--- src/ksmp_pkg.sv ---
// Shared constants and types for the keyed substate mix generator.
`default_nettype none
package ksmp_pkg;
  localparam logic [63:0] SM_MUL1 = 64'hbf58476d1ce4e5b9;
  localparam logic [63:0] SM_MUL2 = 64'h94d049bb133111eb;
  localparam logic [63:0] RND_MUL = 64'h589965cc75374cc3;
  localparam logic [63:0] RND_ADD = 64'h33a213ec50ffe2e9;
  localparam logic [63:0] SEL_MUL = 64'h9e3779b97f4a7c15;
  localparam logic [63:0] SEQ_MUL = 64'he7037ed1a0b428db;
  localparam logic [63:0] SEQ_ADD = 64'h8f3907f7b2b80c35;

  localparam int RAW_W = 32;
  localparam int RNG_W = 16;

  typedef enum logic [2:0] {
    REG_A       = 3'd0,
    REG_B       = 3'd1,
    REG_C       = 3'd2,
    REG_D       = 3'd3,
    REG_E       = 3'd4,
    REG_DEFAULT = 3'd5
  } reg_idx_t;

  typedef struct packed {
    logic [RNG_W-1:0] lo;
    logic [RNG_W-1:0] hi;
  } side_t;

  function automatic reg_idx_t pick_reg(input logic [31:0] sel);
    reg_idx_t r;
    r = REG_DEFAULT;
    if (sel == 32'd0 || sel == 32'd1 || sel == 32'd14 || sel == 32'd15 ||
        sel == 32'd33 || sel == 32'd34) r = REG_A;
    else if (sel == 32'd2) r = REG_B;
    else if (sel == 32'd3 || (sel >= 32'd16 && sel <= 32'd20)) r = REG_C;
    else if ((sel >= 32'd21 && sel <= 32'd26) || sel == 32'd38 || sel == 32'd39) r = REG_D;
    else if ((sel >= 32'd28 && sel <= 32'd32) || (sel >= 32'd35 && sel <= 32'd37)) r = REG_E;
    return r;
  endfunction
endpackage
`default_nettype wire

--- src/ksmp_mod.sv ---
// Pipelined range mapping: one remainder bit per stage, then offset by low bound.
`default_nettype none
module ksmp_mod (
  input  wire logic                        clk,
  input  wire logic                        rst,
  input  wire logic                        valid_in,
  input  wire logic [ksmp_pkg::RAW_W-1:0]  raw_in,
  input  wire ksmp_pkg::side_t             side_in,
  output logic                             valid_out,
  output logic [ksmp_pkg::RAW_W-1:0]       raw_out,
  output logic [ksmp_pkg::RNG_W-1:0]       mapped_out
);
  localparam int N = ksmp_pkg::RAW_W;
  localparam int W = ksmp_pkg::RNG_W;

  logic         v   [0:N];
  logic [N-1:0] raw [0:N];
  logic [W-1:0] lo  [0:N];
  logic [W:0]   d   [0:N];
  logic         emp [0:N];
  logic [W-1:0] rem [0:N];

  always_ff @(posedge clk) begin
    if (rst) v[0] <= 1'b0;
    else v[0] <= valid_in;
  end

  always_ff @(posedge clk) begin
    raw[0] <= raw_in;
    lo[0]  <= side_in.lo;
    d[0]   <= {1'b0, side_in.hi} - {1'b0, side_in.lo} + 17'd1;
    emp[0] <= side_in.hi <= side_in.lo;
    rem[0] <= '0;
  end

  for (genvar i = 0; i < N; i++) begin : g_div
    logic [W:0] t;
    assign t = {rem[i], raw[i][N-1-i]};
    always_ff @(posedge clk) begin
      if (rst) v[i+1] <= 1'b0;
      else v[i+1] <= v[i];
    end
    always_ff @(posedge clk) begin
      raw[i+1] <= raw[i];
      lo[i+1]  <= lo[i];
      d[i+1]   <= d[i];
      emp[i+1] <= emp[i];
      rem[i+1] <= (t >= d[i]) ? W'(t - d[i]) : W'(t);
    end
  end

  always_ff @(posedge clk) begin
    if (rst) valid_out <= 1'b0;
    else valid_out <= v[N];
  end

  always_ff @(posedge clk) begin
    raw_out <= raw[N];
    mapped_out <= emp[N] ? lo[N] : lo[N] + rem[N];
  end

  a_rem_below_size: assert property (@(posedge clk) disable iff (rst)
    (v[N] && !emp[N]) |-> ({1'b0, rem[N]} < d[N]))
    else $error("remainder not below range size");
  a_empty_low: assert property (@(posedge clk) disable iff (rst)
    (v[N] && emp[N]) |=> (mapped_out == $past(lo[N])))
    else $error("empty range not mapped to low bound");
  a_mapped_above_low: assert property (@(posedge clk) disable iff (rst)
    v[N] |=> (mapped_out >= $past(lo[N])))
    else $error("mapped value below low bound");
endmodule
`default_nettype wire

--- config.mk ---
export PLATFORM = sky130hd
export DESIGN_NAME = ksmp_mod
export DESIGN_NICKNAME = d
export VERILOG_FILES = /design/src/ksmp_pkg.sv /design/src/ksmp_mod.sv
export SDC_FILE = /design/constraint.sdc
export NUM_CORES = 2
export LEC_CHECK = 0
export BUFFER_PORTS_ARGS = -buffer_cell sky130_fd_sc_hd__clkbuf_2
export CORE_MARGIN = 1
export CORE_UTILIZATION = 29
export CTS_CLUSTER_DIAMETER = 200
export DETAILED_ROUTE_END_ITERATION = 8
export PLACE_DENSITY = 0.51
export REMOVE_ABC_BUFFERS = 1
export SYNTH_ARGS = -nofsm -noshare
export SYNTH_HDL_FRONTEND = slang
export SYNTH_SLANG_ARGS = --single-unit
--- constraint.sdc ---
create_clock -name clk -period 6.3 [get_ports clk]
set_clock_uncertainty 0.1 [all_clocks]
set_input_delay 0.945 -clock clk [delete_from_list [all_inputs] [get_ports clk]]
set_output_delay 0.945 -clock clk [all_outputs]
set_load 0.1 [all_outputs]
==> summary.txt <==
Critical path
  – R2R Setup Slk: 2.67 ns
  – WP data required: 6.96 ns
  – Crit Path Class: reg2reg
  – Critical path endpoint category: register
  – Worst-path maximum fanout: 15
  – Crit path DAT: 4.29 ns
  – CP startpoint kind: register

Floorplanning
  – Initial core utilization: 29.16%
  – Die Y: 548.3 um
  – # rows: 200
  – Core Area: 296800 um2
  – Die Width: 548.3 um
  – I/O pins: 116
  – Total Die Area: 300600 um2

Timing
  – Peak Freq: 275.2 MHz
  – RSZ-0062 raised after global routing: no
  – Slew Limit Fails: 0
  – Final min period: 3.634 ns
  – Final setup fails: 0
  – Setup TNS: 0 ns
  – Slew @ Worst Pin: 1.079 ns
  – Hold Fails Final Rpt: 0
  – Post-route setup slack: 2.666 ns
  – Final period utilization: 57.69%
  – Rel. slew slack: 27.87%

Clock network
  – CTS Hold Bufs: 27
  – Clock sinks: 2755
  – Worst-case clock buffer depth: 4
  – Postcts setup bufs: 0
  – Post_cts resized: 0
  – Insertion delay to the later sink of the worst-skew pair: 0.89 ns
  – H-tree levels: 5
  – Clock Root Buffer: clkbuf_16
  – CTS tree: yes
  – Clock-pin transition on the worst setup and hold timing paths: 0.06 ns
  – Inserted Clock Buffers: 303

Layout
  – Most common cell after layout, fill and taps aside: dfxtp_1
  – Fin area: 102600 um2
  – Commonest non-fill, non-tap cells in the layout: 2755 x dfxtp_1, 682 x inv_1, 577 x ha_1
  – Area Growth Syn to Fin: 18.55%
  – Final Core Density: 34.57%
  – Diodes inserted: 0
  – Share of cells above drive strength 1: 11.21%
  – Nets: 8459

Drt
  – DRC Markers: 0
  – ANT nets after route: 0
  – Vias per cell: 4.177
  – Detailed Route WL: 156400 um
  – Average wire per standard cell: 13.09 um
  – Iter 0 DRT Violations: 2207
  – First-pass DRT Iterations: 5
  – Vias: 49920

Pwr
  – Internal power: 38.40 mW
  – Pwr Density: 550.1 nW/um2
  – NetSw: 18.04 mW
  – Sw frac: 31.96%
  – Comb power frac: 29.6%
  – Clock power share: 31.8%
  – Peak VDD IR: 0.2716 mV
  – LEAKAGE: 46.01 nW
  – Share of total power in sequential cells: 38.6%

Logic synthesis
  – Avg Inst Size Synth: 11.71 um2
  – Cell Area, Synth: 86550 um2
  – Cell variety after synth: 81
  – Ys Warns: 0
  – XOR/XNOR Fraction of Synth Area: 4.230%
  – Syn Inst Count: 7391
  – Ys async rst share: 0%
  – Post-synthesis sequential area ratio: 63.72%
  – Synth Area in Adders: 9.266%
  – Post-synth EDFFs: 0
  – Compound-Gate Fraction of Synth Area: 9.901%
  – Simple-gate portion of the synthesized area: 6.755%
  – Post-synth top flop: dfxtp_1
  – Post-synthesis mux area share: 2.715%
  – Main combinational cell family by area after synthesis: compound AO/OA/AOI/OAI gates
  – FF+latch count, synth: 2755

Hold path
  – HP Class: in2reg

Place
  – IO Port Bufs: 115
  – Detailed placer's ending HPWL: 111300 um
  – DP Worst Slack: 2.146 ns
  – Dpl cell area: 91920 um2
  – Placer Congestion: 0.8349

GRT
  – Largest net degree at the start of global routing: 35
  – Number of global-route vias before repair: 50800
  – GRT Total Usage: 10.27%
  – Initial antenna violation count: 3
  – Grt total ovfl: 0
  – First-pass GRT wire length: 255900 um

Flow run
  – Number of max-cap violations: 0

Status
  – Status: finished, final reports clean
kinds of logic (layout without fill, tap and decap cells):
logic type | Yosys count | in the layout
and+or+nand+nor | 1247 | 1247
xor gates and xnor gates | 418 | 418
AOI/OAI and AO/OA | 1382 | 1382
buffers and inverters | 764 | 1385
muxes | 208 | 208
adders and majority gates | 617 | 617
DFF | 2755 | 2755
power by group through the flow:
| stage | logic, mW | registers (mW) | clock network, mW |
|---|---|---|---|
| finish | 16.7 | 21.8 | 17.9 |
| global route | 18.8 | 22.1 | 19.4 |
| CTS | 16.7 | 21.9 | 18.7 |
| detailed placement | 16.6 | 22.2 | 0 |
| global placement | 16.1 | 22.2 | 0 |
| floorplan | 12.8 | 21.9 | 0 |
cell usage after synthesis, types with 21 or more instances:
cell type / count / area share (%)
a21o_1: 188 / 1.6
o21bai_1: 55 / 0.48
xnor2_1: 238 / 2.4
mux2i_1: 21 / 0.24
mux2_2: 177 / 2.3
nor3_1: 93 / 0.54
clkbuf_1: 45 / 0.20
nand2_1: 409 / 1.8
inv_1: 682 / 3.0
a21oi_1: 402 / 2.3
fa_1: 40 / 0.93
a31oi_1: 31 / 0.22
nand2b_1: 76 / 0.55
nor2_1: 301 / 1.3
o31ai_1: 25 / 0.22
nand4_1: 73 / 0.53
ha_1: 577 / 8.3
or2_2: 30 / 0.22
o21ai_0: 431 / 2.5
or3_1: 32 / 0.23
dfxtp_1: 2755 / 64
and3_1: 32 / 0.23
buf_2: 29 / 0.17
nand3_1: 66 / 0.38
nor2b_1: 91 / 0.66
xor2_1: 180 / 1.8
o21a_1: 42 / 0.36
routing by layer:
layer  wire (um)  vias to the layer above  GRT usage [%]  share of wire (%)
met4        6029                        0          4.592                3.9
met2       71010                      891          17.12                 45
met1       72370                    23090          12.83                 46
met5           0                        -              0                  0
li1            -                    25540              -                  -
met3        6974                      395          1.957                4.5
flip-flops by register name, summed over array words and instances, names as in the netlist, 16 cells and up:
name,cells
lo,528
raw,1056
d,544
mapped_out,16
raw_out,32
emp,33
v,33
rem,512
stage by stage:
step,hold WS [ns],total power [mW],cells
6_report,0.09911,56.44,11950
3_3_place_gp,0.2095,38.33,11380
5_1_grt,0.02652,60.33,11950
2_1_floorplan,0.2096,34.73,7310
4_1_cts,0.0004426,57.28,11950
3_5_place_dp,0.2121,38.79,11380
cell type report:
type	count	area [um2]
clock buffers	417	8692
clock inverters	125	1728
fillers	29150	194200
inverters	683	2564
multi-input cells	3872	28560
flip-flops and latches	2755	55150
well taps	3939	4928
repair buffers	160	980.9
critical path: stages, from the launching register on:
cell and delay, ns:
dfxtp_1 0.33, inv_1 0.08, ha_1 0.29, nor2b_1 0.14
o21a_1 0.17, o21ai_0 0.30, a21oi_1 0.19, o21ai_1 0.30
o21ai_0 0.26, o41ai_4 0.74, buf_4 0.28, mux2_2 0.34
worst paths after layout:
kind,from,end,cells past startpoint
worst min-delay path,side_in[16],lo[0][0],1
worst max-delay path,d[0][341],rem[0][337],11
worst max register to register,d[0][341],rem[0][337],11
worst min register to register,raw[0][10],raw[1][10],0
Power figures use the tool's default switching activity.
